[src/sv/chebpe_pkg.sv]
// Shared types and fixed widths for the Chebyshev polynomial evaluator.
// Used by chebpe_datapath and chebyshev_polynomial_eval; depends on nothing.
package chebpe_pkg;

  // Widths fixed by the interface and by the internal clamp range
  localparam int X_W    = 18;           // abscissa width
  localparam int DEG_W  = 5;            // degree field width
  localparam int OUT_W  = 32;           // result width
  localparam int VAL_W  = 42;           // recurrence value, holds +-2^40
  localparam int PROD_W = X_W + VAL_W;  // x * value
  localparam int SUM_W  = PROD_W + 2;   // 2 * product plus rounding headroom

  localparam logic signed [VAL_W-1:0] INNER_LIM = VAL_W'(64'sd1 <<< 40);
  localparam logic signed [OUT_W-1:0] OUT_MAX   = {1'b0, {(OUT_W-1){1'b1}}};
  localparam logic signed [OUT_W-1:0] OUT_MIN   = {1'b1, {(OUT_W-1){1'b0}}};

  // Sequencer commands to the datapath
  typedef struct packed {
    logic load;      // start a new item
    logic mul_en;    // capture x * current value
    logic acc_en;    // round, subtract, clamp and shift the recurrence
    logic use_prev;  // degree zero: result is the initial P0
  } chebpe_ctrl_t;

endpackage

[src/sv/chebpe_datapath.sv]
// Recurrence datapath: one shared multiplier and one add/clamp stage.
// Depends on chebpe_pkg for widths and the control struct.
module chebpe_datapath #(
  parameter int FRAC_BITS = 16
) (
  input  logic                                  clk,
  input  chebpe_pkg::chebpe_ctrl_t              ctrl,
  input  logic                                  kind,
  input  logic signed [chebpe_pkg::X_W-1:0]     abscissa,
  output logic signed [chebpe_pkg::OUT_W-1:0]   value,
  output logic                                  saturated
);

  localparam logic signed [chebpe_pkg::VAL_W-1:0] ONE_FIX =
    chebpe_pkg::VAL_W'(64'sd1 <<< FRAC_BITS);
  localparam logic signed [chebpe_pkg::SUM_W-1:0] HALF_FIX =
    chebpe_pkg::SUM_W'(64'sd1 <<< (FRAC_BITS - 1));
  localparam logic signed [chebpe_pkg::VAL_W-1:0] OUT_MAX_EXT =
    chebpe_pkg::VAL_W'(chebpe_pkg::OUT_MAX);
  localparam logic signed [chebpe_pkg::VAL_W-1:0] OUT_MIN_EXT =
    chebpe_pkg::VAL_W'(chebpe_pkg::OUT_MIN);

  logic signed [chebpe_pkg::X_W-1:0]    x_r;
  logic signed [chebpe_pkg::VAL_W-1:0]  prev_r, cur_r;
  logic signed [chebpe_pkg::PROD_W-1:0] prod_r, prod_nxt;
  logic                                 over_r;

  logic signed [chebpe_pkg::VAL_W-1:0]  cur_init;
  logic signed [chebpe_pkg::SUM_W-1:0]  rnd, shifted, diff;
  logic signed [chebpe_pkg::VAL_W-1:0]  next_val;
  logic                                 next_over;
  logic signed [chebpe_pkg::VAL_W-1:0]  res;

  // P1 is x for the first kind, 2x for the second
  assign cur_init = kind ?
    {{(chebpe_pkg::VAL_W-chebpe_pkg::X_W-1){abscissa[chebpe_pkg::X_W-1]}}, abscissa, 1'b0} :
    {{(chebpe_pkg::VAL_W-chebpe_pkg::X_W){abscissa[chebpe_pkg::X_W-1]}}, abscissa};

  // Shared multiplier: x times the current value
  assign prod_nxt = x_r * cur_r;

  // Double, round half up, subtract P(k-2), clamp to the inner range
  always_comb begin
    rnd       = {prod_r[chebpe_pkg::PROD_W-1], prod_r, 1'b0} + HALF_FIX;
    shifted   = rnd >>> FRAC_BITS;
    diff      = shifted - chebpe_pkg::SUM_W'(prev_r);
    next_over = 1'b0;
    next_val  = diff[chebpe_pkg::VAL_W-1:0];
    if (diff > chebpe_pkg::SUM_W'(chebpe_pkg::INNER_LIM)) begin
      next_over = 1'b1;
      next_val  = chebpe_pkg::INNER_LIM;
    end else if (diff < -chebpe_pkg::SUM_W'(chebpe_pkg::INNER_LIM)) begin
      next_over = 1'b1;
      next_val  = -chebpe_pkg::INNER_LIM;
    end
  end

  // Hold operands and recurrence state
  always_ff @(posedge clk) begin
    if (ctrl.load) begin
      x_r    <= abscissa;
      prev_r <= ONE_FIX;
      cur_r  <= cur_init;
      over_r <= 1'b0;
    end else if (ctrl.acc_en) begin
      prev_r <= cur_r;
      cur_r  <= next_val;
      over_r <= over_r | next_over;
    end
    if (ctrl.mul_en) begin
      prod_r <= prod_nxt;
    end
  end

  // Saturate the final value to 32 bits
  always_comb begin
    res       = ctrl.use_prev ? prev_r : cur_r;
    saturated = 1'b1;
    if (over_r) begin
      value = res[chebpe_pkg::VAL_W-1] ? chebpe_pkg::OUT_MIN : chebpe_pkg::OUT_MAX;
    end else if (res > OUT_MAX_EXT) begin
      value = chebpe_pkg::OUT_MAX;
    end else if (res < OUT_MIN_EXT) begin
      value = chebpe_pkg::OUT_MIN;
    end else begin
      value     = res[chebpe_pkg::OUT_W-1:0];
      saturated = 1'b0;
    end
  end

endmodule

[src/sv/chebyshev_polynomial_eval.sv]
// Chebyshev polynomial evaluator top level: sequencer and output register.
// Depends on chebpe_pkg and chebpe_datapath.
//
// Computes T_n(x) (kind 0) or U_n(x) (kind 1) by the three-term recurrence
// P(k) = 2x*P(k-1) - P(k-2), rounded half up to FRAC_BITS fraction bits at
// each step. Degrees above MAX_DEGREE are clamped to MAX_DEGREE. Internal
// values are held within +-2^40; if that clamp ever acts, or the final value
// leaves the signed 32-bit range, the result is clamped and saturated is set.
// For n >= 2 each recurrence step passes through S_MUL, on the shared 18x42
// multiplier, and then S_ACC, on the round/subtract/clamp stage; after the
// last step S_FIN loads the output register, and waits while a held result
// is not yet taken. For n of 0 or 1 the transfer leads straight to S_FIN.
// The next item can transfer once S_FIN has loaded the result, so one item
// is finished before the next is taken. in_ready is high only while no item
// is in work; a finished result waits in the output register, and the next
// item can be taken while it waits.
module chebyshev_polynomial_eval #(
  parameter int MAX_DEGREE = 31,
  parameter int FRAC_BITS  = 16
) (
  input  logic                                  clk,
  input  logic                                  rst_n,
  input  logic                                  in_valid,
  output logic                                  in_ready,
  input  logic                                  in_kind,
  input  logic [chebpe_pkg::DEG_W-1:0]          in_degree,
  input  logic signed [chebpe_pkg::X_W-1:0]     in_abscissa,
  output logic                                  out_valid,
  input  logic                                  out_ready,
  output logic signed [chebpe_pkg::OUT_W-1:0]   out_value,
  output logic                                  out_saturated
);

  localparam int CNT_W = $clog2(MAX_DEGREE + 1);
  localparam logic [CNT_W-1:0] MAX_DEG_C = CNT_W'(MAX_DEGREE);
  localparam logic [CNT_W-1:0] LAST_STEP = CNT_W'(2);

  typedef enum logic [1:0] {
    S_IDLE,
    S_MUL,
    S_ACC,
    S_FIN
  } state_t;

  state_t                            state_r;
  logic [CNT_W-1:0]                  cnt_r;
  logic                              zero_r;
  logic                              out_valid_r;
  logic signed [chebpe_pkg::OUT_W-1:0] out_value_r;
  logic                              out_sat_r;

  chebpe_pkg::chebpe_ctrl_t          ctrl;
  logic                              in_xfer;
  logic [CNT_W-1:0]                  deg_ext, deg_clamped;
  logic signed [chebpe_pkg::OUT_W-1:0] dp_value;
  logic                              dp_sat;

  assign in_ready      = (state_r == S_IDLE);
  assign in_xfer       = in_valid && in_ready;
  assign out_valid     = out_valid_r;
  assign out_value     = out_value_r;
  assign out_saturated = out_sat_r;

  // Clamp the requested degree
  assign deg_ext     = CNT_W'(in_degree);
  assign deg_clamped = ((CNT_W > chebpe_pkg::DEG_W) || (deg_ext <= MAX_DEG_C)) &&
                       ({1'b0, in_degree} <= (chebpe_pkg::DEG_W+1)'(MAX_DEGREE)) ?
                       deg_ext : MAX_DEG_C;

  // Datapath commands
  always_comb begin
    ctrl.load     = in_xfer;
    ctrl.mul_en   = (state_r == S_MUL);
    ctrl.acc_en   = (state_r == S_ACC);
    ctrl.use_prev = zero_r;
  end

  chebpe_datapath #(
    .FRAC_BITS (FRAC_BITS)
  ) u_datapath (
    .clk       (clk),
    .ctrl      (ctrl),
    .kind      (in_kind),
    .abscissa  (in_abscissa),
    .value     (dp_value),
    .saturated (dp_sat)
  );

  // Sequence the recurrence and hold the result
  always_ff @(posedge clk) begin
    if (!rst_n) begin
      state_r     <= S_IDLE;
      out_valid_r <= 1'b0;
      cnt_r       <= '0;
      zero_r      <= 1'b0;
    end else begin
      // Drop the held result on transfer unless a new one replaces it
      if (out_valid_r && out_ready && (state_r != S_FIN)) begin
        out_valid_r <= 1'b0;
      end
      case (state_r)
        S_IDLE: begin
          if (in_xfer) begin
            cnt_r   <= deg_clamped;
            zero_r  <= (deg_clamped == '0);
            state_r <= (deg_clamped < LAST_STEP) ? S_FIN : S_MUL;
          end
        end
        S_MUL: begin
          state_r <= S_ACC;
        end
        S_ACC: begin
          if (cnt_r == LAST_STEP) begin
            state_r <= S_FIN;
          end else begin
            cnt_r   <= cnt_r - CNT_W'(1);
            state_r <= S_MUL;
          end
        end
        S_FIN: begin
          if (!out_valid_r || out_ready) begin
            out_valid_r <= 1'b1;
            out_value_r <= dp_value;
            out_sat_r   <= dp_sat;
            state_r     <= S_IDLE;
          end
        end
        default: begin
          state_r <= S_IDLE;
        end
      endcase
    end
  end

endmodule

[config.mk]
export PLATFORM = sky130hd
export DESIGN_NAME = chebyshev_polynomial_eval
export DESIGN_NICKNAME = d
export VERILOG_FILES = /design/src/sv/chebpe_pkg.sv /design/src/sv/chebpe_datapath.sv /design/src/sv/chebyshev_polynomial_eval.sv
export SDC_FILE = /design/constraint.sdc
export NUM_CORES = 2
export LEC_CHECK = 0
export BUFFER_PORTS_ARGS = -buffer_cell sky130_fd_sc_hd__buf_2
export CAP_MARGIN = 20
export CORE_MARGIN = 5
export CORE_UTILIZATION = 60
export CTS_CLUSTER_DIAMETER = 150
export DETAILED_ROUTE_END_ITERATION = 10
export HOLD_SLACK_MARGIN = 0.08
export PLACE_DENSITY = 0.77
export SLEW_MARGIN = 10
export SYNTH_ARGS = -nofsm -noshare
export SYNTH_HDL_FRONTEND = slang
export SYNTH_SLANG_ARGS = --single-unit
[constraint.sdc]
create_clock -name clk -period 20.8 [get_ports clk]
set_input_delay 4.16 -clock clk [delete_from_list [all_inputs] [get_ports clk]]
set_output_delay 4.16 -clock clk [all_outputs]
set_load 0.05 [all_outputs]
---- Word level (Yosys, flattened, before mapping) ----
Cells that the tools add are included.
cells by class
  add/subtract/negate cells ............... 3
  $mul .................................... 1
  $lt $le $gt $ge ......................... 6
  equality and inequality tests ........... 8
  muxes and demuxes ....................... 25
  bitwise gates (word level) .............. 1
  reductions and logical operators ........ 14
operator list
  operator                                                                           count
  42-bit 2-to-1 mux                                                                  5
  32-bit 2-to-1 mux                                                                  4
  61-bit by 17-bit adder with 62-bit output, second input constant                   1
  62-bit by 42-bit greater-than comparator with 1-bit output, second input constant  1
  62-bit by 41-bit < comparator with 1-bit output, second input constant             1
  18-bit by 42-bit multiplier with 60-bit output                                     1
  46-bit by 42-bit subtractor with 47-bit output                                     1
  42-bit by 32-bit greater-than comparator with 1-bit output, second input constant  1
  42-bit by 32-bit < comparator with 1-bit output, second input constant             1
  18-bit 2-to-1 mux                                                                  1
  5-bit 2-to-1 mux                                                                   3
  5-bit case mux with 2 select lines                                                 1
  2-bit 2-to-1 mux                                                                   4
  2-bit case mux with 4 select lines                                                 1
  1-bit 2-to-1 mux                                                                   6
  2-bit inequality test, second input constant                                       3
  3-bit AND reduction                                                                2
  5-bit by 2-bit == test with 1-bit output, second input constant                    1
  5-bit <= comparator, second input constant                                         1
  5-bit zero test                                                                    1
  5-bit by 2-bit < comparator with 1-bit output, second input constant               1
  5-bit by 1-bit subtractor with 5-bit output, second input constant                 1
  2-bit == test, second input constant                                               2
  2-bit AND reduction                                                                2
  other kinds (9)                                                                    12
word-level totals
  flip-flop bits (word level) ............. 205
  input bits .............................. 28
  output and inout port bits .............. 35

---- Depth between registers and ports, before layout ----
  depth in word-level cells ............... 7
  mapped depth ............................ 27
  mapped depth without buffers ............ 25

---- Hierarchy ----
From an unflattened synthesis, not the netlist that was laid out.
second synthesis, totals
  cell total of the unflattened synthesis .. 4040
  area total of the unflattened synthesis .. 36442.5 µm²
by module, submodules not included
  module                     instances  cells an instance  area each (µm²)  seq. area each (µm²)
  chebpe_datapath            1          3940               34889.7          4043.9
  chebyshev_polynomial_eval  1          100                1552.7           1171.1

---- Least setup slack after synthesis ----
No wires, ideal clock.
  kind .................................... register -> register
  start ................................... reg u_datapath.cur_r[29] (netlist name)
  end ..................................... reg u_datapath.prod_r[46] (netlist name) (data pin)
  arrival ................................. 6971 ps
  required time ........................... 20538 ps
  slack ................................... 13567 ps
  stages on the path, launching flop included .. 27
  buffers on the path ..................... 2
  path through ............................ edfxtp_1 > clkbuf_1 > clkbuf_1 > nand2_1 > fa_1 > inv_1 > fa_1 > inv_1 > fa_1 > inv_1 > fa_1 > fa_1 > inv_1 > fa_1 > inv_1 > ha_1 > a21o_1 > a21o_1 > a2111oi_0 > o211ai_1 > a311oi_1 > nor3b_1 > o21a_1 > or3_1 > a221oi_1 > o21bai_1 > xor2_1
between the ends
  word-level cells in the longest chain between the ends .. 1
ends and longest elaborated chain
  element                                         RTL line               RTL
  start: declaration                              chebpe_datapath.sv:24  logic signed [chebpe_pkg::VAL_W-1:0] prev_r, cur_r;
  start signal: assignment                        chebpe_datapath.sv:63  cur_r <= cur_init;
  start signal: assignment                        chebpe_datapath.sv:67  cur_r <= next_val;
  18-bit by 42-bit multiplier with 60-bit output  chebpe_datapath.sv:40  assign prod_nxt = x_r * cur_r;
  named net u_datapath.prod_nxt (one bit)         chebpe_datapath.sv:25  logic signed [chebpe_pkg::PROD_W-1:0] prod_r, prod_nxt;
  end signal: assignment                          chebpe_datapath.sv:71  prod_r <= prod_nxt;
  end: declaration                                chebpe_datapath.sv:25
The timed path passes the listed nets, and every way through them passes these cells.
A chain may end at the register's enable or synchronous reset.

---- Worst setup path in the final report ----
  start ................................... reg u_datapath.x_r[17] (netlist name)
  end ..................................... reg u_datapath.prod_r[46] (netlist name) (data pin)
between the ends
  word-level cells in the longest chain between the ends .. 1
ends and longest elaborated chain
  element                                         RTL line               RTL
  start: declaration                              chebpe_datapath.sv:23  logic signed [chebpe_pkg::X_W-1:0] x_r;
  start signal: assignment                        chebpe_datapath.sv:61  x_r <= abscissa;
  18-bit by 42-bit multiplier with 60-bit output  chebpe_datapath.sv:40
  named net u_datapath.prod_nxt (one bit)         chebpe_datapath.sv:25
The timed path passes the listed nets, and every way through them passes these cells.

==> results.ini <==
[setup_path]
path_buf_inv = 4
critical_path.top_delay_family = adder cells
crit_required_ns = 21.01
arrival_ns = 8.56
path_class = flop to flop
slowest_delay_ns = 0.75
cpMostUsedCell = fa_1
ff2ff_setup_slack_ns = 12.44
critPathCaptureType = flop
slowest_stage = edfxtp_1
cp-start-kind = flop
crit_chain = inv_1 -> buf_4 -> nor2_1 -> fa_1 -> fa_1 -> fa_1 -> fa_1 -> fa_1 -> inv_1 -> fa_1 -> inv_1 -> ha_1 -> a21o_1 -> a21o_1 -> a2111oi_0 -> o211ai_1 -> a311oi_1 -> nor3b_1 -> o21a_1 -> or3_1 -> a221oi_1 -> o21bai_1 -> xor2_1
crit_fanout = 33

[die]
die_w_um = 256.9
fp.dieH_um = 256.9
core_area_um2 = 60360
std_cell_rows = 90
initial_core_util = 0.6060
io_pins = 63
dieArea_um2 = 66000

[placed_design]
gp_congestion = 0.9593
hpwl_um = 71150
dp_cells = 4806
placed_area_um2 = 37390
portBuffers = 62

[final_layout]
fin_cells = 4840
multi_input_area_um2 = 27200
fill_cells = 5053
syn2layout_area_growth_pct = 3.958
antennaDiodeCount = 0
final_area_um2 = 38020
layout-drive-gt1-share = 0.05372
num-nets-final = 4971
regArea_um2 = 5215

[timing]
fin_crit_ns = 8.357
clock.fmax_ghz = 0.1197
slew_viol_final = 0
worstMarginPinSlew_ns = 1.066
tns_ns = 0
fin_crit_sh = 0.4018
slew_headroom = 0.2893
finalSetupViolations = 0
hold_viol = 0
fin_skew_ns = 0.01401
rsz0062_at_grt = false

[synthesis]
synth_area_leader_cell = fa_1
synth_commonest_cells = inv_1 (878), nand2_1 (756), fa_1 (713), and2_1 (216), clkbuf_1 (196)
yosys_warnings = 0
synth_top_area_frac = 0.3903
synth_edf_count = 139
syn_inst = 4138
synth_most_common_cell = inv_1
syn_avg_cell_area_um2 = 8.839
synthDistinctLibCells = 85
async_reset_ff_frac = 0
synthTopCellsByArea = fa_1 (39%), edfxtp_1 (11%), inv_1 (9.0%), nand2_1 (7.8%), ha_1 (6.3%)
ys_seq_area_frac = 0.1426
ys.flop_type = edfxtp_1
syn-num-nets = 5064
synth-seq-cells = 191
syn_area_um2 = 36580

[routing]
wl_um = 93050
vias = 27803
via_per_inst = 5.744
first_pass_iters = 6
ant_nets = 0
drc = 0
wl_per_cell_um = 19.22
drtIter0Drc = 1948

[run]
max-cap-violations = 0

[global_route]
first_global_vias = 29852
grt_usage = 0.2911
overflow = 0
grt_max_degree = 59
grt_pass1_wl_um = 155300
antenna_found_initial = 0

[status]
status = finished clean

[clock_tree]
cts_root_buf = clkbuf_16
postCtsResizedCells = 0
tritoncts = built
clock_latency_ns = 0.46
clk_pin_slew_ns = 0.08
htree_levels = 4
postCtsHoldBufs = 0
post_cts_buffers = 0
clock_sinks = 191
cts_buffers = 17
clockBufferDepth = 2

[worst_hold_path]
hold_path.class = flop to flop

## cell type report
| type | count | share of cell area |
|---|---|---|
| inverter | 878 | 0.08668 |
| clock buffer | 19 | 0.01221 |
| multi-input combinational | 2841 | 0.7153 |
| timing repair buffer | 116 | 0.01912 |
| clock inverter | 13 | 0.003850 |
| tap | 782 | 0.02573 |
| sequential | 191 | 0.1372 |
## worst paths after layout
| check | start | to | cells after the start |
|---|---|---|---|
| max reg2reg | u_datapath.x_r[17] | u_datapath.prod_r[46] | 23 |
| min | u_datapath.prev_r[6] | u_datapath.prev_r[6] | 2 |
| min reg2reg | u_datapath.prev_r[6] | u_datapath.prev_r[6] | 2 |
| max | u_datapath.x_r[17] | u_datapath.prod_r[46] | 23 |
## state kept, by name (all words and copies together), names as in the netlist
name,flops
cnt_r,5
out_saturated,1
out_valid,1
out_value,32
state_r,2
u_datapath.cur_r,42
u_datapath.over_r,1
u_datapath.prev_r,42
u_datapath.prod_r,46
u_datapath.x_r,18
zero_r,1
## metrics by stage
step           setup WS, ns  utilization  hold slack [ns]
3_3_place_gp          12.78       0.6194           0.4546
4_1_cts               12.55       0.6295           0.4695
3_5_place_dp          12.59       0.6194           0.4602
6_report              12.44       0.6300           0.4715
2_1_floorplan         13.57            -           0.4459
5_1_grt               12.08       0.6300           0.4891
## cells in the final DEF, fill, tap and decap left out, drive strengths merged, types with 8 or more instances in the layout
cell,instances
o22ai,19
buf,116
and4,12
nor2b,13
xor2,35
edfxtp,139
clkbuf,19
dfxtp,52
nor4,12
o21ai,97
mux2,35
mux2i,19
a21o,37
o21a,21
or3,12
inv,884
and2,217
nand3,41
ha,185
o211ai,19
a21oi,173
nand2,756
a211oi,11
xnor2,87
nor3,32
o31ai,8
and3,22
nand2b,20
fa,713
nor2,115
nand4,33
## worst register-to-register path, delay by kind of cell (launching register included)
| kind | cells | cell delay, ns |
|---|---|---|
| buffers and inverters | 4 | 0.70 |
| adders and majority gates | 7 | 3.25 |
| AOI/OAI and AO/OA | 8 | 2.59 |
| DFF | 1 | 0.75 |
| and+or+nand+nor | 3 | 0.64 |
| xor gates and xnor gates | 1 | 0.16 |
## per-layer routing
layer / up-vias / global-route usage / wire length [um]
li1: 12444 / - / -
met5: - / 0 / 0
met1: 13997 / 0.3760 / 36420
met2: 1097 / 0.4986 / 45650
met4: 0 / 0.1129 / 4134
met3: 265 / 0.04598 / 6839
## logic make-up after synthesis
group           share of synthesized area
mux                               0.01598
simple gates                       0.1645
buf+inv                            0.1145
xor+xnor                          0.02921
flops                              0.1426
compound gates                    0.07964
fa+ha+maj                          0.4535
Power is not shown: default switching activity piles up to over one toggle a cycle in this logic, so the estimate is an artifact.
